==> config.mk <==
export PLATFORM = sky130hd
export DESIGN_NAME = otcb_ratio
export DESIGN_NICKNAME = d
export VERILOG_FILES = /design/src/sv/otcb_pkg.sv /design/src/sv/otcb_ratio.sv
export SDC_FILE = /design/constraint.sdc
export NUM_CORES = 2
export LEC_CHECK = 0
export BUFFER_PORTS_ARGS = -buffer_cell sky130_fd_sc_hd__buf_4
export CAP_MARGIN = 20
export CORE_MARGIN = 10
export CORE_UTILIZATION = 45
export DETAILED_ROUTE_END_ITERATION = 8
export PLACE_DENSITY = 0.61
export SLEW_MARGIN = 20
export SYNTH_ARGS = -nofsm -noshare
export SYNTH_HDL_FRONTEND = slang
export SYNTH_SLANG_ARGS = --single-unit
==> constraint.sdc <==
create_clock -name clk -period 12.65 [get_ports clk]
set_input_delay 3.795 -clock clk [delete_from_list [all_inputs] [get_ports clk]]
set_output_delay 3.795 -clock clk [all_outputs]
set_load 0.05 [all_outputs]
==> src/sv/otcb_pkg.sv <==
// ----------------------------------------------------------------------------
// otcb_pkg
// shared types and constants of the overlay threshold color blend pipeline
// ----------------------------------------------------------------------------
package otcb_pkg;

    localparam int VAL_W   = 34;   // signed width of sample and threshold arithmetic
    localparam int THR_W   = 31;
    localparam int RAT_W   = 32;   // clamped ratio numerator and denominator
    localparam int C_W     = 17;
    localparam int E_W     = 18;
    localparam int PC_W    = C_W + RAT_W;
    localparam int PE_W    = 50;
    localparam int T_W     = 48;
    localparam int Q_W     = 8;
    localparam int LANE_ST = 6;    // register stages inside one color lane
    localparam int NUM_ST  = 8;    // register stages from input to output

    localparam int ADDR_W  = 5;

    typedef logic [7:0] byte_t;

    typedef enum logic [2:0] {
        REG_MIN      = 3'd0,
        REG_MID      = 3'd1,
        REG_MAX      = 3'd2,
        REG_OPACITY  = 3'd3,
        REG_SCALE    = 3'd4,
        REG_METHOD   = 3'd5,
        REG_INVERSE  = 3'd6,
        REG_TRUNCATE = 3'd7
    } reg_idx_t;

    localparam logic [1:0] SCALE_GREEN_RED = 2'd0;
    localparam logic [1:0] SCALE_HEAT      = 2'd1;
    localparam logic [1:0] SCALE_BLUE_RED  = 2'd2;
    localparam logic       METHOD_LINEAR   = 1'b0;

    localparam byte_t FULL = 8'd255;

    typedef struct packed {
        logic [THR_W-1:0] min_thr;
        logic [THR_W-1:0] mid_thr;
        logic [THR_W-1:0] max_thr;
        logic [8:0]       op;       // saturated opacity
        logic [1:0]       scale;
        logic             method;
        logic             inverse;
        logic             trunc;
    } cfg_t;

    // first stage: raw ratio and the two colors of each lane
    typedef struct packed {
        logic [VAL_W-1:0] num;
        logic [VAL_W-1:0] den;
        byte_t [2:0]      a;
        byte_t [2:0]      b;
        byte_t [2:0]      bg;
        logic             last;
    } s1_t;

    // second stage: clamped ratio and blend coefficients of each lane
    typedef struct packed {
        logic [RAT_W-1:0]       n;
        logic [RAT_W-1:0]       d;
        logic [2:0][C_W-1:0]    c;
        logic [2:0][E_W-1:0]    e;
        logic                   last;
    } s2_t;

endpackage

==> src/sv/otcb_ratio.sv <==
// ----------------------------------------------------------------------------
// otcb_ratio
// ratio normalize and clamp, per-lane blend coefficients, one stage
// ----------------------------------------------------------------------------
module otcb_ratio
    import otcb_pkg::*;
(
    input  logic       clk,
    input  logic       en,
    input  logic [8:0] op,
    input  s1_t        s1,
    output s2_t        s2
);

    logic signed [VAL_W-1:0] num, den, n1, d1, nc;
    logic                    dz, dn;
    s2_t                     s2_reg, s2_next;
    logic [8:0]              op_inv;

    assign num    = $signed(s1.num);
    assign den    = $signed(s1.den);
    assign op_inv = 9'd256 - op;

    always_comb
    begin
        dz = (den == '0);
        dn = den[VAL_W-1];
        n1 = dz ? '0 : (dn ? -num : num);
        d1 = dz ? VAL_W'(1) : (dn ? -den : den);
        if (n1 < 0)
        begin
            nc = '0;
        end
        else if (n1 > d1)
        begin
            nc = d1;
        end
        else
        begin
            nc = n1;
        end
    end

    always_comb
    begin
        logic signed [9:0]  diff;
        logic signed [19:0] prod;
        s2_next.n    = nc[RAT_W-1:0];
        s2_next.d    = d1[RAT_W-1:0];
        s2_next.last = s1.last;
        for (int k = 0; k < 3; k++)
        begin
            // bg*(256-op) + b*op and (a-b)*op
            s2_next.c[k] = {9'd0, s1.bg[k]} * {8'd0, op_inv}
                         + {9'd0, s1.b[k]} * {8'd0, op};
            diff = $signed({2'b00, s1.a[k]}) - $signed({2'b00, s1.b[k]});
            prod = diff * $signed({1'b0, op});
            s2_next.e[k] = prod[E_W-1:0];
        end
    end

    always_ff @(posedge clk)
    begin
        if (en)
        begin
            s2_reg <= s2_next;
        end
    end

    assign s2 = s2_reg;

endmodule

---- Word level (Yosys, flattened, before mapping) ----
Cells that the tools add are included.
word-level totals
  register bits ........................... 170
  latch bits .............................. 0
  bits in writable memories ............... 0
  ROM bits ................................ 0
  bits of input ports ..................... 152
  output and inout port bits .............. 170
  word-level logic and storage cells ...... 35
  memories kept ........................... 0
operators by class
  $add $sub $neg .......................... 9
  $mul .................................... 9
  divide/modulo/power cells ............... 0
  magnitude comparators ................... 2
  equality and inequality tests ........... 0
  shift operators ......................... 0
  mux-type cells .......................... 5
  bitwise gates (word level) .............. 0
  reduce and logical (&&, ||, !) cells .... 1
operators by type and width
  kind                   number
  $mux W34               4
  $mul A8 B9 Y17         6
  $neg A34 Y34           2
  $mul A9 B10 Y18        3
  $add A17 B17 Y17       3
  $gt A34 B34 Y1         1
  $logic_not A34 Y1      1
  $lt A34 B1 Y1 const B  1
  $mux W32               1
  $sub A8 B8 Y9          3
  $sub A9 B9 Y9 const A  1

---- Longest topological paths before layout ----
  depth in word-level cells ............... 5
  depth in mapped cells ................... 28
  depth with buffers taken out ............ 28

---- Worst setup path before layout ----
Ideal clock, no wire load.
  path kind ............................... input-to-reg
  start point ............................. in op[4]
  end point ............................... reg s2_reg, in the netlist s2[105], data pin
  setup time .............................. 0.260 ns
  arrival time ............................ 10.274 ns
  data required time ...................... 12.390 ns
  slack ................................... 2.116 ns
  stages .................................. 22
  buffers on the path ..................... 2
  path through ............................ clkbuf_1 -> or4_1 -> nor4_1 -> xor2_1 -> clkbuf_1 -> nand2_1 -> fa_1 -> fa_1 -> fa_1 -> inv_1 -> fa_1 -> fa_1 -> inv_1 -> fa_1 -> inv_1 -> ha_1 -> a21oi_1 -> o21ai_0 -> or4b_2 -> a31o_2 -> a21oi_1 -> xnor2_1
RTL lines
  what                  line              source
  from (decl)           otcb_ratio.sv:10  input logic [8:0] op,
  to (signal assigned)  otcb_ratio.sv:66  s2_reg <= s2_next;
  to (decl)             otcb_ratio.sv:17  s2_t s2_reg, s2_next;

==> summary.txt <==
Outcome
  • Status: completed

CTS
  • Clock root buffer: clkbuf_16
  • Worst-path clk slew: approximately 0.09 ns
  • CTS Buf Count: 17
  • Sink Count: 170
  • Post-CTS Setup Repair Bufs: 0
  • Post-cts resize count: 0
  • H-tree depth: 4
  • CTS tree: built
  • Hold-fix buffers, CTS: 0
  • Worst-case clock buffer depth: 2

Timing
  • Fin crit share: between 80 and 90%
  • Final setup margin: 1.808 ns
  • Slew Viols, Final: 0
  • Slew @ Worst Pin: 1.098 ns
  • Endpoints failing setup: 0
  • Min Tclk post-route: 10.84 ns
  • Fmax: 92.23 MHz
  • Slew Limit Headroom: approximately a quarter
  • Fin Setup TNS: 0 ns
  • RSZ-0062 raised after global routing: no
  • Hold Vio Cnt, Final: 0

Power
  • Leak Pwr: 17.82 nW
  • P per Cell Area: between 200 and 300 nW/um2
  • Worst IR Drop VDD: 491.2 uV

Die
  • CORE AREA: 70150 um2
  • FP Rows: 97
  • Die height: 286.1 um
  • I/O Pins: 322
  • Die width: 286.1 um
  • Die area: 81850 um2
  • Initial Utilization: 45.42%

Logic synthesis
  • Syn. warnings: 0
  • Primary FF master, synth: edfxtp_1
  • Syn Nets: 4441
  • Sequential share of the synthesized area: 16.02%
  • Async set-reset flop share out of synthesis: 0%
  • Seq cells post-synth: 170
  • Mapped cell area: 31860 um2
  • Gate Count Post-Synth: ~3.4k
  • Distinct cells, synth: 67
  • Post-synth EDFFs: 170
  • Synthesized area per cell: 9.380 um2

Placement
  • IO buf count: 321
  • Detail Placement HPWL: 69630 um
  • Dpl ws: 1.425 ns
  • RePlAce Congestion: around 0.89

Route
  • Drt first pass iters: 6
  • Residual DRC: 0
  • DRT antenna net count: 0
  • Detailed-route via count: approximately 24k
  • Via density: between 5 and 6
  • Drt total wl: 86790 um
  • Initial DRC Count: 1352
  • WL/cell: 18.87 um

Setup path
  • Crit-path max FO: 53
  • Crit end category: flop
  • CP Class: input pin to flop
  • Req. time, crit path: 12.92 ns
  • Crit path arrival time: between 10 and 15 ns
  • CP startpoint kind: input pin

Final layout
  • Most common cell after layout, fill and taps aside: inv_1
  • Max reg flops: 170
  • Area Overhead vs Synth: 12.57%
  • Layout cells sized above 1: 11.37%
  • Commonest cells after routing, fill and taps aside: 692 x inv_1, 483 x fa_1, 409 x ha_1, 347 x buf_4, 333 x nand2_1
  • Final #Nets: between 4k and 5k

Global routing
  • Vias in the first global route: 24.46k
  • Initial antenna violation count: 12
  • First-pass GRT wire length: roughly 140000 um
  • Total grt overflow: 0
  • Largest net degree at the start of global routing: between 70 and 80
  • Total GRT Usage: 21.73%

Hold path
  • Hold Crit Class: input pin to flop

Job
  • Max-capacitance violation count: 0
[routing by layer]
layer	vias up	GRT usage [%]	wire length [um]
li1	11220	-	-
met1	11730	27.84	37380
met2	519	37.07	42590
met3	98	3.572	4331
met4	8	6.935	2423
met5	-	0	66
[path summary, 6_finish.rpt]
check,start,endpoint,cells after the start
max,op[4],s2[88],22
min,s1[0],s2[0],1
[Yosys cell counts, types with 6 or more instances]
| master | instances | area share (%) |
|---|---|---|
| o21ai_0 | 84 | 1.3 |
| fa_1 | 483 | 30 |
| buf_1 | 16 | 0.19 |
| and4_1 | 7 | 0.19 |
| xnor2_1 | 104 | 2.9 |
| or2_2 | 8 | 0.16 |
| nand2_1 | 333 | 3.9 |
| edfxtp_1 | 170 | 16 |
| or4_1 | 10 | 0.24 |
| a21o_1 | 19 | 0.45 |
| o31ai_1 | 17 | 0.40 |
| nand3_1 | 25 | 0.39 |
| nand2b_1 | 44 | 0.86 |
| a31oi_1 | 7 | 0.14 |
| a21boi_0 | 6 | 0.14 |
| nor4_1 | 10 | 0.20 |
| and3_1 | 6 | 0.12 |
| xor2_1 | 58 | 1.6 |
| nor2b_1 | 19 | 0.37 |
| or3_1 | 24 | 0.47 |
| inv_1 | 692 | 8.2 |
| and2_1 | 313 | 6.1 |
| a21oi_1 | 62 | 0.97 |
| ha_1 | 409 | 16 |
| clkbuf_1 | 106 | 1.2 |
| nor3b_1 | 21 | 0.49 |
| o41ai_1 | 14 | 0.38 |
| nand4_1 | 18 | 0.35 |
| nor2_1 | 132 | 1.6 |
| nor3_1 | 47 | 0.74 |
| o211a_1 | 22 | 0.69 |
| o22ai_1 | 11 | 0.22 |
| a211oi_1 | 16 | 0.38 |
| o21a_1 | 12 | 0.28 |
| o21bai_1 | 7 | 0.16 |
[power breakdown]
group	internal (W)	total [W]	switching, W
combinational	0.00359	0.00848	0.00489
clock	0.000267	0.000568	0.000301
sequential	0.00127	0.00133	0.0000658
[cells by family (layout without fill, tap and decap cells)]
| logic type | Yosys count | count (layout) | share of synthesized area [%] |
|---|---|---|---|
| simple gates | 1038 | 1038 | 16.81 |
| mux | 2 | 2 | 0.06283 |
| fa+ha+maj | 892 | 892 | 46.41 |
| flops | 170 | 170 | 16.02 |
| buf+inv | 821 | 1074 | 9.735 |
| other cells | 0 | 9 | 0 |
| compound gates | 312 | 312 | 6.507 |
| xor+xnor | 162 | 162 | 4.453 |
[stage by stage]
step	power, W	hold WS (ns)	instances	util [%]	area, um2
floorplan	0.007950	3.894	3397	-	31860
detailed placement	0.009867	3.975	4557	50.21	35220
finish	0.01039	3.467	4599	51.13	35870
global placement	0.009809	3.974	4557	50.21	35220
global route	0.01165	3.436	4598	51.13	35860
CTS	0.01054	3.426	4589	51.06	35820
[critical path: stages]
cell and delay (ns):
buf_4 0.09, buf_4 0.55, nor4b_1 0.19, xnor2_2 0.70
buf_4 0.34, nand2_1 0.09, fa_1 0.46, fa_1 0.54
fa_1 0.54, inv_1 0.06, fa_1 0.52, fa_1 0.54
inv_1 0.05, fa_1 0.52, inv_1 0.04, ha_1 0.35
a21o_1 0.17, a31oi_1 0.20, o21ai_0 0.18, o41ai_1 0.54
mux2i_1 0.15, a2111oi_0 0.46
[layout make-up]
class | instances | area [um2]
timing repair buffer | 349 | 2634
sequential | 170 | 5105
tap | 940 | 1176
clock inverter | 15 | 173.9
inverter | 693 | 2601
multi-input combinational | 2406 | 23730
antenna | 9 | 22.52
clock buffer | 17 | 425.4
fill | 6716 | 34280
(Power assumes the default switching activity.)
