<file path="config.mk">
export PLATFORM = sky130hd
export DESIGN_NAME = otcb_select
export DESIGN_NICKNAME = d
export VERILOG_FILES = /design/src/sv/otcb_pkg.sv /design/src/sv/otcb_select.sv
export SDC_FILE = /design/constraint.sdc
export NUM_CORES = 1
export LEC_CHECK = 0
export ABC_AREA = 1
export BUFFER_PORTS_ARGS = -buffer_cell sky130_fd_sc_hd__buf_4
export CORE_MARGIN = 4
export CORE_UTILIZATION = 40
export CTS_BUF_LIST = sky130_fd_sc_hd__clkbuf_8
export DETAILED_ROUTE_END_ITERATION = 8
export HOLD_SLACK_MARGIN = 0.02
export PLACE_DENSITY = 0.69
export SLEW_MARGIN = 20
export SYNTH_ARGS = -nofsm -noshare
export SYNTH_HDL_FRONTEND = slang
export SYNTH_SLANG_ARGS = --single-unit
</file>
<file path="constraint.sdc">
create_clock -name clk -period 14.8 [get_ports clk]
set_clock_uncertainty 0.05 [all_clocks]
set_input_delay 2.22 -clock clk [delete_from_list [all_inputs] [get_ports clk]]
set_output_delay 2.22 -clock clk [all_outputs]
set_load 0.05 [all_outputs]
</file>
<file path="src/sv/otcb_pkg.sv">
// ----------------------------------------------------------------------------
// otcb_pkg
// shared types and constants of the overlay threshold color blend pipeline
// ----------------------------------------------------------------------------
package otcb_pkg;

    localparam int VAL_W   = 34;   // signed width of sample and threshold arithmetic
    localparam int THR_W   = 31;
    localparam int RAT_W   = 32;   // clamped ratio numerator and denominator
    localparam int C_W     = 17;
    localparam int E_W     = 18;
    localparam int PC_W    = C_W + RAT_W;
    localparam int PE_W    = 50;
    localparam int T_W     = 48;
    localparam int Q_W     = 8;
    localparam int LANE_ST = 6;    // register stages inside one color lane
    localparam int NUM_ST  = 8;    // register stages from input to output

    localparam int ADDR_W  = 5;

    typedef logic [7:0] byte_t;

    typedef enum logic [2:0] {
        REG_MIN      = 3'd0,
        REG_MID      = 3'd1,
        REG_MAX      = 3'd2,
        REG_OPACITY  = 3'd3,
        REG_SCALE    = 3'd4,
        REG_METHOD   = 3'd5,
        REG_INVERSE  = 3'd6,
        REG_TRUNCATE = 3'd7
    } reg_idx_t;

    localparam logic [1:0] SCALE_GREEN_RED = 2'd0;
    localparam logic [1:0] SCALE_HEAT      = 2'd1;
    localparam logic [1:0] SCALE_BLUE_RED  = 2'd2;
    localparam logic       METHOD_LINEAR   = 1'b0;

    localparam byte_t FULL = 8'd255;

    typedef struct packed {
        logic [THR_W-1:0] min_thr;
        logic [THR_W-1:0] mid_thr;
        logic [THR_W-1:0] max_thr;
        logic [8:0]       op;       // saturated opacity
        logic [1:0]       scale;
        logic             method;
        logic             inverse;
        logic             trunc;
    } cfg_t;

    // first stage: raw ratio and the two colors of each lane
    typedef struct packed {
        logic [VAL_W-1:0] num;
        logic [VAL_W-1:0] den;
        byte_t [2:0]      a;
        byte_t [2:0]      b;
        byte_t [2:0]      bg;
        logic             last;
    } s1_t;

    // second stage: clamped ratio and blend coefficients of each lane
    typedef struct packed {
        logic [RAT_W-1:0]       n;
        logic [RAT_W-1:0]       d;
        logic [2:0][C_W-1:0]    c;
        logic [2:0][E_W-1:0]    e;
        logic                   last;
    } s2_t;

endpackage

</file>
<file path="src/sv/otcb_select.sv">
// ----------------------------------------------------------------------------
// otcb_select
// side decision, color pair lookup and raw ratio selection, one stage
// ----------------------------------------------------------------------------
module otcb_select
    import otcb_pkg::*;
(
    input  logic        clk,
    input  logic        en,
    input  cfg_t        cfg,
    input  logic [31:0] overlay_value,
    input  byte_t       bg_red,
    input  byte_t       bg_green,
    input  byte_t       bg_blue,
    input  logic        last_point,
    output s1_t         s1
);

    logic signed [VAL_W-1:0] v, mn, md, mx;
    logic                    pos, neg, swap;
    byte_t [2:0]             cmin, cmax, bg;
    s1_t                     s1_reg, s1_next;

    assign v  = VAL_W'($signed(overlay_value));
    assign mn = $signed({3'b000, cfg.min_thr});
    assign md = $signed({3'b000, cfg.mid_thr});
    assign mx = $signed({3'b000, cfg.max_thr});
    assign bg = {bg_blue, bg_green, bg_red};

    always_comb
    begin
        byte_t [2:0] lo, hi;
        pos  = (v >= mn) && !(cfg.inverse && cfg.trunc);
        neg  = !pos && (v <= -mn) && !(cfg.trunc && !cfg.inverse);
        swap = neg ^ cfg.inverse;
        unique case (cfg.scale)
            SCALE_GREEN_RED:
            begin
                lo = {8'd0, FULL, 8'd0};
                hi = {8'd0, 8'd0, FULL};
            end
            SCALE_BLUE_RED:
            begin
                lo = {FULL, 8'd0, 8'd0};
                hi = {8'd0, 8'd0, FULL};
            end
            default:
            begin
                lo = {8'd0, 8'd0, FULL};
                hi = {8'd0, FULL, FULL};
            end
        endcase
        // red and blue trade places
        cmin = swap ? {lo[0], lo[1], lo[2]} : lo;
        cmax = swap ? {hi[0], hi[1], hi[2]} : hi;
    end

    always_comb
    begin
        s1_next.last = last_point;
        s1_next.bg   = bg;
        priority if (!(pos || neg))
        begin
            s1_next.num = '0;
            s1_next.den = VAL_W'(1);
            s1_next.a   = bg;
            s1_next.b   = bg;
        end
        else if (cfg.method == METHOD_LINEAR)
        begin
            s1_next.num = pos ? mx - v : v + mx;
            s1_next.den = mx - md;
            s1_next.a   = cmin;
            s1_next.b   = cmax;
        end
        else if (pos ? (v < md) : (v >= -md))
        begin
            // fade in from the background
            s1_next.num = pos ? md - v : md + v;
            s1_next.den = md - mn;
            s1_next.a   = bg;
            s1_next.b   = cmin;
        end
        else if (pos ? (v <= mx) : (v >= -mx))
        begin
            s1_next.num = pos ? mx - v : mx + v;
            s1_next.den = mx - md;
            s1_next.a   = cmin;
            s1_next.b   = cmax;
        end
        else
        begin
            s1_next.num = '0;
            s1_next.den = VAL_W'(1);
            s1_next.a   = cmax;
            s1_next.b   = cmax;
        end
    end

    always_ff @(posedge clk)
    begin
        if (en)
        begin
            s1_reg <= s1_next;
        end
    end

    assign s1 = s1_reg;

endmodule

</file>
# ---- After elaboration in Yosys (flattened, before gate mapping)
# Cells that the tools add are included.
dict set report totals {
  elab_cells 53
  out_inout_bits 141
  mem_bits_ro 0
  latch_bits 0
  inputBits 166
  mem_bits_rw 0
  ff_bits 141
  memories 0
}
dict set report classes {
  magnitude_cmp 6
  mux 12
  div_mod_pow 0
  eq_ne 1
  reduce_logical 12
  multipliers 0
  bitwise_logic 1
  add_sub_neg 9
  shifts 0
}
# operator n
set op_table {}
lappend op_table {{$mux W116} 3}
lappend op_table {{$neg A31 Y34} 3}
lappend op_table {{$ge A32 B34 Y1} 2}
lappend op_table {{$mux W34} 2}
lappend op_table {{$add A32 B32 Y33} 2}
lappend op_table {{$sub A32 B32 Y33} 2}
lappend op_table {{$sub A31 B31 Y32} 2}
lappend op_table {{$mux W24} 2}
lappend op_table {{$mux W48} 1}
lappend op_table {{$pmux W24 S2} 1}
lappend op_table {{$le A32 B34 Y1} 1}
lappend op_table {{$ge A32 B32 Y1} 1}
lappend op_table {{$le A32 B32 Y1} 1}
lappend op_table {{$lt A32 B32 Y1} 1}
lappend op_table {{$mux W16} 1}
lappend op_table {{$logic_and A1 B1 Y1} 5}
lappend op_table {{$logic_not A1 Y1} 4}
lappend op_table {{$eq A2 B2 Y1 const B} 1}
lappend op_table {{$logic_not A2 Y1} 1}
lappend op_table {{$mux W1} 2}
lappend op_table {{$reduce_or A2 Y1} 1}
lappend op_table {{$logic_or A1 B1 Y1} 1}
lappend op_table {{$xor A1 B1 Y1} 1}

# ---- Longest topological paths before layout
dict set report depth {
  ltp_word 12
  depth_mapped 38
  mapped_depth_nobuf 38
}

# ---- Worst setup path before layout
# Ideal clock, no wire load.
dict set report synth_path {
  path_kind {input to register}
  from {in cfg[46] (netlist name)}
  to {reg s1_reg, in the netlist s1[41] (data pin)}
  path_buffers 0
  setup_time_ns 0.266
  required_ns 14.484
  setup_slack_ns 8.574
  t_arrival_ns 5.911
  cell_stages 27
  cell_sequence {inv_1 ha_1 nand3_1 nor2_1 nand4_1 nor2_1 nand4_1 nor3_1 nand2_1 nor4_2 nand4_1 nor2_1 xor2_1 ha_1 nand2_1 nor2_1 nand4_1 nor2_1 o211ai_1 nand3_1 or2_2 nand3_2 nand2_4 nor2_2 nor2_1 o21ai_2 nand2_1}
}
# element line_no
set synth_rtl {}
lappend synth_rtl {{start: declaration} otcb_select.sv:10} ;# input cfg_t cfg,
lappend synth_rtl {{end signal: assignment} otcb_select.sv:104} ;# s1_reg <= s1_next;
lappend synth_rtl {{end: declaration} otcb_select.sv:22} ;# s1_t s1_reg, s1_next;

==> results_dict.tcl <==
set metrics [dict create \
    htreeDepth 4 \
    use_met1_pct 36.48 \
    start_kind "input port" \
    wire_per_inst_um 20.06 \
    hold_path_depth 1 \
    place.gp.congestion 1.013 \
    core_area_um2 55310 \
    hold_end "s1[0]" \
    multi_input_area_um2 16150 \
    dieWidth_um 244.7 \
    yosysTopAreaCell "edfxtp_1" \
    start_util_pct 40.53 \
    cpMaxStageDelayCell "inv_2" \
    synth_compound_area_share_pct 17.87 \
    synth-simple-area-share_pct 28.55 \
    overflow 0 \
    cts_resized 0 \
    async_flop_share_pct 0 \
    fin_crit_sh_pct 57.06 \
    synth_edf_count 138 \
    clockRootBuffer "clkbuf_8" \
    yosysSeqAreaShare_pct 18.49 \
    cts_setup_buffers 0 \
    ctsHoldBuffers 0 \
    ys_ff_latch 138 \
    drc 0 \
    postLayoutCoreUtil_pct 46.38 \
    p_seq_share_pct 25.9 \
    fillers 5870 \
    drv_cap 0 \
    wl_um 88990 \
    layout.nets 4164 \
    hold_path_class "in -> reg" \
    ys_warn_count 0 \
    p_per_area_nw_per_um2 76.14 \
    fin_setup_tns_ps 0 \
    grt_max_degree 85 \
    cp.required_ps 15060 \
    top_usage_layer "met2" \
    pin_count 307 \
    ys_types 55 \
    grt_pass1_wl_um 131300 \
    numPortBuffers 297 \
    path_clk_slew_ps 100 \
    worst-setup-path-type "in -> reg" \
    clock_sinks 138 \
    use_met2_pct 48.30 \
    slew-limit-headroom_pct 44.00 \
    ant_nets 0 \
    min_from "last_point" \
    dieArea_um2 59890 \
    rsz0062_at_grt "no" \
    critPathArrivalTime_ps 8710 \
    crit_top_cell "nand2_1" \
    fin_crit_ps 8445 \
    area.growth.synth_to_final_pct 14.45 \
    intPower_mw 0.9658 \
    synth_top_flop_cell "edfxtp_1" \
    p_leak_nw 12.66 \
    status "completed" \
    synth_top_family_by_area "simple AND/OR/NAND/NOR gates" \
    endpoint_kind "register" \
    setup_violations 0 \
    slew_violations 0 \
    synth_fa_ha_area_share_pct 18.45 \
    viasPerCell 5.539 \
    vias 24570 \
    clock.fmax_mhz 118.4 \
    regArea_um2 4144 \
    drtIter0Drc 2272 \
    synth_commonest_cells "827 x nand2_1, 445 x inv_1, 359 x nor2_1, 343 x a21oi_1, 321 x ha_1" \
    swShare_pct 50.56 \
    worst_pin_slew_ps 839.9 \
    place_hpwl_um 73080 \
    largest_register_ffs 138 \
    synth_top_area_share_pct 18.49 \
    grt_use_met3_pct 4.075 \
    cts_tree "yes" \
    pwr-share-clk_pct 17.7 \
    synth_area_um2 22420 \
    path_max_fanout 37 \
    p_sw_mw 0.9875 \
    row_count 86 \
    share_comb_of_total_power_pct 56.4 \
    syn_nets 3920 \
    first_global_vias 23080 \
    netlist_instances 3427 \
    synth_area_per_cell_um2 6.541 \
    critical_path.max_stage_delay_ps 690 \
    first_pass_iters 6 \
    hold_viol 0 \
    groute.usage.overall_pct 28.56 \
    drive_gt1_share_pct 10.88 \
    yosysMostFrequentCell "nand2_1" \
    cts_inserted_buffers 17 \
    synth_area_leaders "edfxtp_1 18%, ha_1 18%, nand2_1 14%" \
    antenna_found_initial 4 \
    clock_path_buffers 2 \
    die_h_um 244.7 \
    ir_drop_v 0.00005708 \
    synth-xor-area-share_pct 7.190 \
    synth_mux_area_share_pct 0 \
]
==> metal layers <==
layer,vias up,part of all wire [%]
li1,11960,-
met1,11260,41
met2,1122,46
met3,232,8.2
met4,0,4.7
met5,-,0
==> power by group through the flow <==
stage	sequential [mW]	combinational [mW]	clock (mW)
6_report	0.506	1.10	0.346
5_1_grt	0.511	1.19	0.371
4_1_cts	0.507	1.08	0.355
3_5_place_dp	0.515	1.08	0
3_3_place_gp	0.515	1.07	0
2_1_floorplan	0.686	0.551	0
==> worst max path at each step <==
stage	from	endpoint	cells past startpoint
after floorplan	cfg[46]	s1[41]	27
after global placement	cfg[77]	s1[28]	35
after detailed placement	cfg[77]	s1[26]	35
after CTS	cfg[77]	s1[26]	35
after global routing	cfg[77]	s1[26]	35
final	cfg[77]	s1[26]	35
==> layout make-up <==
type,count,area share (%)
diodes,4,0.03902
inverters,452,6.613
multi-input cells,2755,62.97
flip-flops and latches,138,16.15
clock buffers,17,0.9120
clock inverters,15,0.6682
well taps,748,3.648
repair buffers,307,8.998
==> cells in the final DEF, fill, tap and decap left out, types with 19 or more instances in the layout <==
master / n
buf_4: 306
o21bai_1: 22
xor2_1: 153
nand3_1: 145
a21o_1: 19
ha_1: 321
edfxtp_1: 138
o21a_1: 21
nor2_1: 359
o21ai_0: 221
nand2_1: 827
nor3_1: 48
a21oi_1: 343
inv_1: 444
nand4_1: 50
xnor2_1: 31
nor4_1: 25
==> worst max-delay path: cells and delay by family <==
family	cells	cell delay, ps
adder cells (fa/ha/maj)	2	450
AND/OR/NAND/NOR	27	4210
buffers and inverters	6	1730
==> through the flow <==
stage	hold WS [ps]	total power, mW	instances	setup slack [ps]	area [um^2]
after floorplan	2269	1.237	3427	8574	22420
after global placement	2354	1.585	4400	6010	25240
after detailed placement	2351	1.591	4400	5858	25240
after CTS	1731	1.942	4432	6469	25640
after global routing	1741	2.072	4436	5859	25650
final	1765	1.953	4436	6355	25650
==> cell families after synthesis <==
logic type      after synthesis
xor+xnor                    184
simple gates               1518
compound gates              726
flops                       138
buf+inv                     534
fa+ha+maj                   327
No activity file was read; power rests on OpenSTA's default activity.
