File: config.mk
export PLATFORM = sky130hd
export DESIGN_NAME = otcb_lane
export DESIGN_NICKNAME = d
export VERILOG_FILES = /design/src/sv/otcb_pkg.sv /design/src/sv/otcb_lane.sv
export SDC_FILE = /design/constraint.sdc
export NUM_CORES = 2
export LEC_CHECK = 0
export BUFFER_PORTS_ARGS = -buffer_cell sky130_fd_sc_hd__buf_2
export CAP_MARGIN = 20
export CORE_ASPECT_RATIO = 0.8
export CORE_MARGIN = 2
export CORE_UTILIZATION = 66
export CTS_CLUSTER_DIAMETER = 200
export DETAILED_ROUTE_END_ITERATION = 10
export PLACE_DENSITY = 0.82
export SLEW_MARGIN = 10
export SYNTH_ARGS = -nofsm -noshare
export SYNTH_HDL_FRONTEND = slang
export SYNTH_SLANG_ARGS = --single-unit
File: constraint.sdc
create_clock -name clk -period 7.8 [get_ports clk]
set_input_delay 0.39 -clock clk [delete_from_list [all_inputs] [get_ports clk]]
set_output_delay 0.39 -clock clk [all_outputs]
set_load 0.05 [all_outputs]
File: src/sv/otcb_pkg.sv
// ----------------------------------------------------------------------------
// otcb_pkg
// shared types and constants of the overlay threshold color blend pipeline
// ----------------------------------------------------------------------------
package otcb_pkg;

    localparam int VAL_W   = 34;   // signed width of sample and threshold arithmetic
    localparam int THR_W   = 31;
    localparam int RAT_W   = 32;   // clamped ratio numerator and denominator
    localparam int C_W     = 17;
    localparam int E_W     = 18;
    localparam int PC_W    = C_W + RAT_W;
    localparam int PE_W    = 50;
    localparam int T_W     = 48;
    localparam int Q_W     = 8;
    localparam int LANE_ST = 6;    // register stages inside one color lane
    localparam int NUM_ST  = 8;    // register stages from input to output

    localparam int ADDR_W  = 5;

    typedef logic [7:0] byte_t;

    typedef enum logic [2:0] {
        REG_MIN      = 3'd0,
        REG_MID      = 3'd1,
        REG_MAX      = 3'd2,
        REG_OPACITY  = 3'd3,
        REG_SCALE    = 3'd4,
        REG_METHOD   = 3'd5,
        REG_INVERSE  = 3'd6,
        REG_TRUNCATE = 3'd7
    } reg_idx_t;

    localparam logic [1:0] SCALE_GREEN_RED = 2'd0;
    localparam logic [1:0] SCALE_HEAT      = 2'd1;
    localparam logic [1:0] SCALE_BLUE_RED  = 2'd2;
    localparam logic       METHOD_LINEAR   = 1'b0;

    localparam byte_t FULL = 8'd255;

    typedef struct packed {
        logic [THR_W-1:0] min_thr;
        logic [THR_W-1:0] mid_thr;
        logic [THR_W-1:0] max_thr;
        logic [8:0]       op;       // saturated opacity
        logic [1:0]       scale;
        logic             method;
        logic             inverse;
        logic             trunc;
    } cfg_t;

    // first stage: raw ratio and the two colors of each lane
    typedef struct packed {
        logic [VAL_W-1:0] num;
        logic [VAL_W-1:0] den;
        byte_t [2:0]      a;
        byte_t [2:0]      b;
        byte_t [2:0]      bg;
        logic             last;
    } s1_t;

    // second stage: clamped ratio and blend coefficients of each lane
    typedef struct packed {
        logic [RAT_W-1:0]       n;
        logic [RAT_W-1:0]       d;
        logic [2:0][C_W-1:0]    c;
        logic [2:0][E_W-1:0]    e;
        logic                   last;
    } s2_t;

endpackage

File: src/sv/otcb_lane.sv
// ----------------------------------------------------------------------------
// otcb_lane
// one color channel: products, sum and a two-bit-per-stage quotient
// ----------------------------------------------------------------------------
module otcb_lane
    import otcb_pkg::*;
(
    input  logic               clk,
    input  logic [LANE_ST-1:0] en,
    input  logic [RAT_W-1:0]   n,
    input  logic [RAT_W-1:0]   d,
    input  logic [C_W-1:0]     c,
    input  logic [E_W-1:0]     e,
    output byte_t              q
);

    logic [PC_W-1:0]        pc_reg;
    logic signed [PE_W-1:0] pe_reg;
    logic [RAT_W-1:0]       d3_reg, d4_reg;
    logic [T_W-1:0]         t_reg;
    logic signed [50:0]     tsum;
    logic signed [50:0]     pe_full;

    logic [T_W-1:0]   rem_reg [3];
    logic [RAT_W-1:0] dd_reg  [3];
    byte_t            q_reg   [4];

    assign pe_full = $signed(e) * $signed({1'b0, n});
    assign tsum    = $signed({2'b00, pc_reg}) + 51'(pe_reg);

    always_ff @(posedge clk)
    begin
        if (en[0])
        begin
            pc_reg <= {{RAT_W{1'b0}}, c} * {{C_W{1'b0}}, d};
            pe_reg <= pe_full[PE_W-1:0];
            d3_reg <= d;
        end
        if (en[1])
        begin
            t_reg  <= tsum[T_W-1:0];
            d4_reg <= d3_reg;
        end
    end

    genvar g;
    generate
        for (g = 0; g < 4; g++)
        begin : g_div
            logic [T_W-1:0]   rem_in, r1, r2, dh1, dh2;
            logic [RAT_W-1:0] dv;
            byte_t            q_in, q_next;

            if (g == 0)
            begin : g_first
                assign rem_in = t_reg;
                assign dv     = d4_reg;
                assign q_in   = '0;
            end
            else
            begin : g_rest
                assign rem_in = rem_reg[g-1];
                assign dv     = dd_reg[g-1];
                assign q_in   = q_reg[g-1];
            end

            // compare against d*256 shifted to the current quotient bit
            assign dh1 = T_W'(dv) << (15 - 2 * g);
            assign dh2 = T_W'(dv) << (14 - 2 * g);

            always_comb
            begin
                q_next = q_in;
                if (rem_in >= dh1)
                begin
                    r1 = rem_in - dh1;
                    q_next[7 - 2 * g] = 1'b1;
                end
                else
                begin
                    r1 = rem_in;
                end
                if (r1 >= dh2)
                begin
                    r2 = r1 - dh2;
                    q_next[6 - 2 * g] = 1'b1;
                end
                else
                begin
                    r2 = r1;
                end
            end

            always_ff @(posedge clk)
            begin
                if (en[2 + g])
                begin
                    q_reg[g] <= q_next;
                end
            end

            if (g < 3)
            begin : g_keep
                always_ff @(posedge clk)
                begin
                    if (en[2 + g])
                    begin
                        rem_reg[g] <= r2;
                        dd_reg[g]  <= dv;
                    end
                end
            end
        end
    endgenerate

    assign q = q_reg[3];

endmodule

After elaboration in Yosys (flattened, before gate mapping)
Memory sizes are Yosys's and may differ from the RTL's.
Index checks and enable logic that the tools add are counted.

word-level totals
  flip-flop bits (word level) = 208
  output and inout port bits = 8
  input bits = 106
  memories = 3
  logic and storage cells = 49
  memory bits (writable) = 272

memory list
  memory   depth  bits a word  rd ports  clocked after Yosys merged registers in  write ports  line             RTL
  rem_reg  3      48           3         0                                        3            otcb_lane.sv:24  logic [T_W-1:0] rem_reg [3];
  dd_reg   3      32           3         0                                        3            otcb_lane.sv:25  logic [RAT_W-1:0] dd_reg [3];
  q_reg    4      8            4         0                                        4            otcb_lane.sv:26  byte_t q_reg [4];

cells by class
  multipliers = 2
  $add $sub $neg = 8
  muxes and demuxes = 23
  $lt $le $gt $ge = 8

operators by type and width
  kind                            number
  2-to-1 mux 48 bit               7
  adder 48 bit                    1
  >= comparator 48 x 40 -> 1 bit  1
  >= comparator 48 x 41 -> 1 bit  1
  >= comparator 48 x 42 -> 1 bit  1
  >= comparator 48 x 43 -> 1 bit  1
  >= comparator 48 x 44 -> 1 bit  1
  >= comparator 48 x 45 -> 1 bit  1
  >= comparator 48 x 46 -> 1 bit  1
  >= comparator 48 x 47 -> 1 bit  1
  multiplier 17 x 32 -> 48 bit    1
  multiplier 18 x 33 -> 48 bit    1
  subtractor 48 x 41 -> 48 bit    1
  subtractor 48 x 42 -> 48 bit    1
  subtractor 48 x 43 -> 48 bit    1
  subtractor 48 x 44 -> 48 bit    1
  subtractor 48 x 45 -> 48 bit    1
  subtractor 48 x 46 -> 48 bit    1
  subtractor 48 x 47 -> 48 bit    1
  2-to-1 mux 1 bit                16

Depth between registers and ports, before layout
An unclocked memory read counts as a cell.

  depth after elaboration = 5
  gate-level depth with buffers = 28
  depth with buffers taken out = 26

Worst setup path after synthesis
No wires, ideal clock.

  path type = input to register
  start point = input port n[18]
  end point = register pe_reg[43] (data pin)
  required time = 7.541 ns
  setup time = 0.259 ns
  arrival = 6.340 ns
  buffers on the path = 2
  cell stages on the path = 24
  slack = 1.201 ns
  cells stage by stage = clkbuf_1 > clkbuf_1 > nand2_1 > fa_1 > fa_1 > fa_1 > inv_1 > fa_1 > fa_1 > inv_1 > fa_1 > inv_1 > ha_1 > nand3_1 > or2_2 > o21bai_1 > o22ai_1 > o21ai_0 > o311ai_0 > nand2_1 > o211ai_1 > a211o_1 > a21oi_1 > xnor2_1

between the ends
  cells in the longest elaborated chain, start to end = 1

RTL lines
  item                          line             RTL
  start: declaration            otcb_lane.sv:10  input logic [RAT_W-1:0] n,
  multiplier 18 x 33 -> 48 bit  otcb_lane.sv:28  assign pe_full = $signed(e) * $signed({1'b0, n});
  net pe_full[43]               otcb_lane.sv:22  logic signed [50:0] pe_full;
  end signal: assignment        otcb_lane.sv:36  pe_reg <= pe_full[PE_W-1:0];
  end: declaration              otcb_lane.sv:18  logic signed [PE_W-1:0] pe_reg;

The timed path passes the listed nets, and every way through them passes these cells.
A chain may end at the register's enable or synchronous reset.

==> key figures <==
Synth
  – Main synth FF type: edfxtp_1
  – Synth top area cells: fa_1 (28%), edfxtp_1 (21%), ha_1 (10%)
  – Syn_area_per_cell: 9.346 um^2
  – Yosys cell types: 91
  – Most frequent cell after synthesis: inv_1
  – Post-synth net total: 8,859
  – Yosys reg bits: 468
  – Synth Cell Area: 67,780 um^2
  – Post-synthesis sequential area ratio: 0.2073
  – EDFF count, synth: 468
  – Commonest cells post-synth: inv_1 (1,320), fa_1 (936), nand2_1 (901)
  – YS warnings: 0
  – Syn Inst Count: 7,252
  – Synth top area share: 0.2765
  – Cell taking the most area after synthesis: fa_1
  – Async S/R FF share, synth: 0

STA
  – RSZ-0062 raised after global routing: no
  – Final worst slack: 0.5000 ns
  – Worst-Margin Slew: 1.085 ns
  – Fin crit share: 0.9359
  – Final TNS setup: 0 ns
  – Clock skew: 0.03482 ns
  – Final Hold Viols: 0
  – Clock period minus worst slack: 7.300 ns
  – Setup violations, final: 0
  – Final Slew Violations: 0
  – Slew HR: 0.2707
  – Max Clk Rate: 0.1370 GHz
  – Worst hold slack: 0.06694 ns

Floorplan
  – Die area: 105,300 um^2
  – Die height: 290.6 um
  – Core area: 102,200 um^2
  – Die width: 362.3 um
  – Initial Utilization: 0.6631
  – Io pins: 114
  – FP Rows: 105

Clock tree
  – # resized after CTS: 0
  – Clock sink count: 468
  – Max Root-Sink Buffers: 3
  – Total CTS buffers: 49
  – Post-CTS Setup Repair Bufs: 0
  – CTS Root Cell: clkbuf_16
  – Hold Buf Count CTS: 0
  – Clock slew at reported path FFs: 0.07 ns
  – CTS tree: done
  – CTS HTree Levels: 2
  – Clock Latency Late Sink: 0.62 ns

Detailed routing
  – Residual DRC: 0
  – Initial DRC Count: 4,187
  – Final ANT Viol Nets: 0
  – Routed via count: 51,790
  – Vias per cell: 6.031
  – Average wire per standard cell: 20.52 um
  – First-pass iteration count of the detailed router: 8
  – Routed wire length: 176,200 um

Global routing
  – Antenna violations before repair: 4
  – Vias in the first global route: 54,180
  – Global-route usage over all layers: 0.3411
  – First-pass GRT wire length: 284,000 um
  – Largest net degree at the start of global routing: 81
  – Grt total ovfl: 0

Critical path
  – Worst Path Max Fanout: 34
  – Max incr delay on CP: 0.74 ns
  – R2R depth: 22
  – CP top delay family: compound AO/OA/AOI/OAI gates
  – CP Data Arrival Time: 7.67 ns
  – Crit start category: flip-flop
  – CP Capture Type: flip-flop
  – Worst R2R Setup Slack: 0.50 ns
  – Cell mode on critical path: a21o_1
  – FF-to-FF Start: dd_reg[0][8]
  – Crit-path slowest cell: o21ai_2
  – Crit-path cells: inv_1, ha_1, a211oi_1, o21ba_2, o2bb2ai_1, a311oi_1, nor2_1, o21ai_2, o21ai_0, fa_1, a21o_1, a21o_1, a221oi_1, nand2_1, a21oi_2, o31ai_1, a21o_1, a221oi_2, o311ai_1, nor3_4, buf_4, mux2_2
  – Setup CP Type: flip-flop to flip-flop
  – Buf/Inv on CP: 2
  – Critical Path RT: 8.17 ns
  – R2r endpoint: rem_reg[0][64]

Cells and area
  – Area Overhead vs Synth: 5.080%
  – Number of flip-flops in the largest register: 144
  – # fillers: 7,756
  – Final nets: 8,820
  – Share of layout cells above drive strength 1: 0.05904

Placed design
  – Input/output buffers: 113
  – Post-DP HPWL: 140,400 um
  – Pre-CTS WS: 0.2382 ns
  – Gpl congestion: 0.9901

Run status
  – Status: complete, no violations

Worst hold path
  – Hold Path Origin: en[2]
  – Hold crit path type: input pin to flip-flop
  – Hold path depth: 1
  – Hold path endpoint: dd_reg[0][4]

Job
  – Max-Cap Viols: 0
==> layout make-up <==
type / count / area [um^2] / share of cell area
timing repair buffer: 179 / 1144 / 0.01606
inverter: 1321 / 4959 / 0.06962
antenna: 1 / 2.502 / 0.00003514
multi-input combinational: 5194 / 47720 / 0.6700
tap: 1337 / 1673 / 0.02349
clock inverter: 33 / 406.6 / 0.005709
clock buffer: 54 / 1266 / 0.01778
sequential: 468 / 14050 / 0.1973
==> worst reg2reg max path: stages, from the launching register on <==
cell	delay, ns
edfxtp_1	0.47
inv_1	0.15
ha_1	0.29
a211oi_1	0.30
o21ba_2	0.22
o2bb2ai_1	0.08
a311oi_1	0.39
nor2_1	0.15
o21ai_2	0.74
o21ai_0	0.42
fa_1	0.51
a21o_1	0.18
a21o_1	0.23
a221oi_1	0.27
nand2_1	0.17
a21oi_2	0.28
o31ai_1	0.19
a21o_1	0.24
a221oi_2	0.44
o311ai_1	0.30
nor3_4	0.17
buf_4	0.42
mux2_2	0.44
==> cell usage in the layout (no fill, tap or decap), types with 25 or more instances in the layout <==
cell,n
inv_1,1320
fa_1,936
nand2_1,901
ha_1,565
edfxtp_1,468
and2_1,449
a21oi_1,352
o21ai_0,243
nor2_1,243
xnor2_1,235
a21o_1,181
buf_2,108
mux2_2,98
xor2_1,94
nand3_1,76
buf_4,66
nor2b_1,62
nor3_1,55
o21a_1,54
nand2b_1,54
nand4_1,52
and3_1,50
clkbuf_16,50
a31oi_1,48
a211oi_1,43
o21bai_1,43
o31ai_1,32
nor4_1,25
==> how the worst max path moves through the flow <==
stage	startpoint	slack (ns)	end	cells past startpoint
2_1_floorplan	n[18]	1.20	pe_reg[43]	24
3_3_place_gp	e[3]	0.40	pe_reg[44]	24
6_report	dd_reg[0][8]	0.50	rem_reg[0][64]	22
4_1_cts	dd_reg[0][8]	0.54	rem_reg[0][88]	22
5_1_grt	dd_reg[0][8]	0.06	rem_reg[0][88]	22
3_5_place_dp	e[3]	0.24	pe_reg[44]	24
==> kinds of logic (layout without fill, tap and decap cells) <==
group / count (synthesis) / count (layout) / synth area share
and+or+nand+nor: 2058 / 2058 / 0.1475
muxes: 134 / 134 / 0.02319
AOI/OAI and AO/OA: 1172 / 1172 / 0.1098
adders and majority gates: 1501 / 1501 / 0.3808
DFF: 468 / 468 / 0.2073
xor gates and xnor gates: 329 / 329 / 0.04251
buffers and inverters: 1590 / 1587 / 0.08896
other: 0 / 1 / 0
==> layer usage <==
metal,track usage,up-vias,wire length (um)
li1,-,23470,-
met1,0.4518,25320,69740
met2,0.5521,2459,82050
met3,0.05744,538,15060
met4,0.1587,0,9312
met5,0,-,0
==> per-stage QoR <==
step / std cells / utilization / cell area, um^2
finish: 8587 / 0.6968 / 71220
floorplan: 7252 / - / 67780
detailed placement: 8498 / 0.6802 / 69520
CTS: 8585 / 0.6965 / 71190
global route: 8587 / 0.6968 / 71220
global placement: 8498 / 0.6802 / 69520
Power is left out: the tool's default activity adds up to more than one toggle a clock period on the data nets, which glitch-free logic cannot reach.
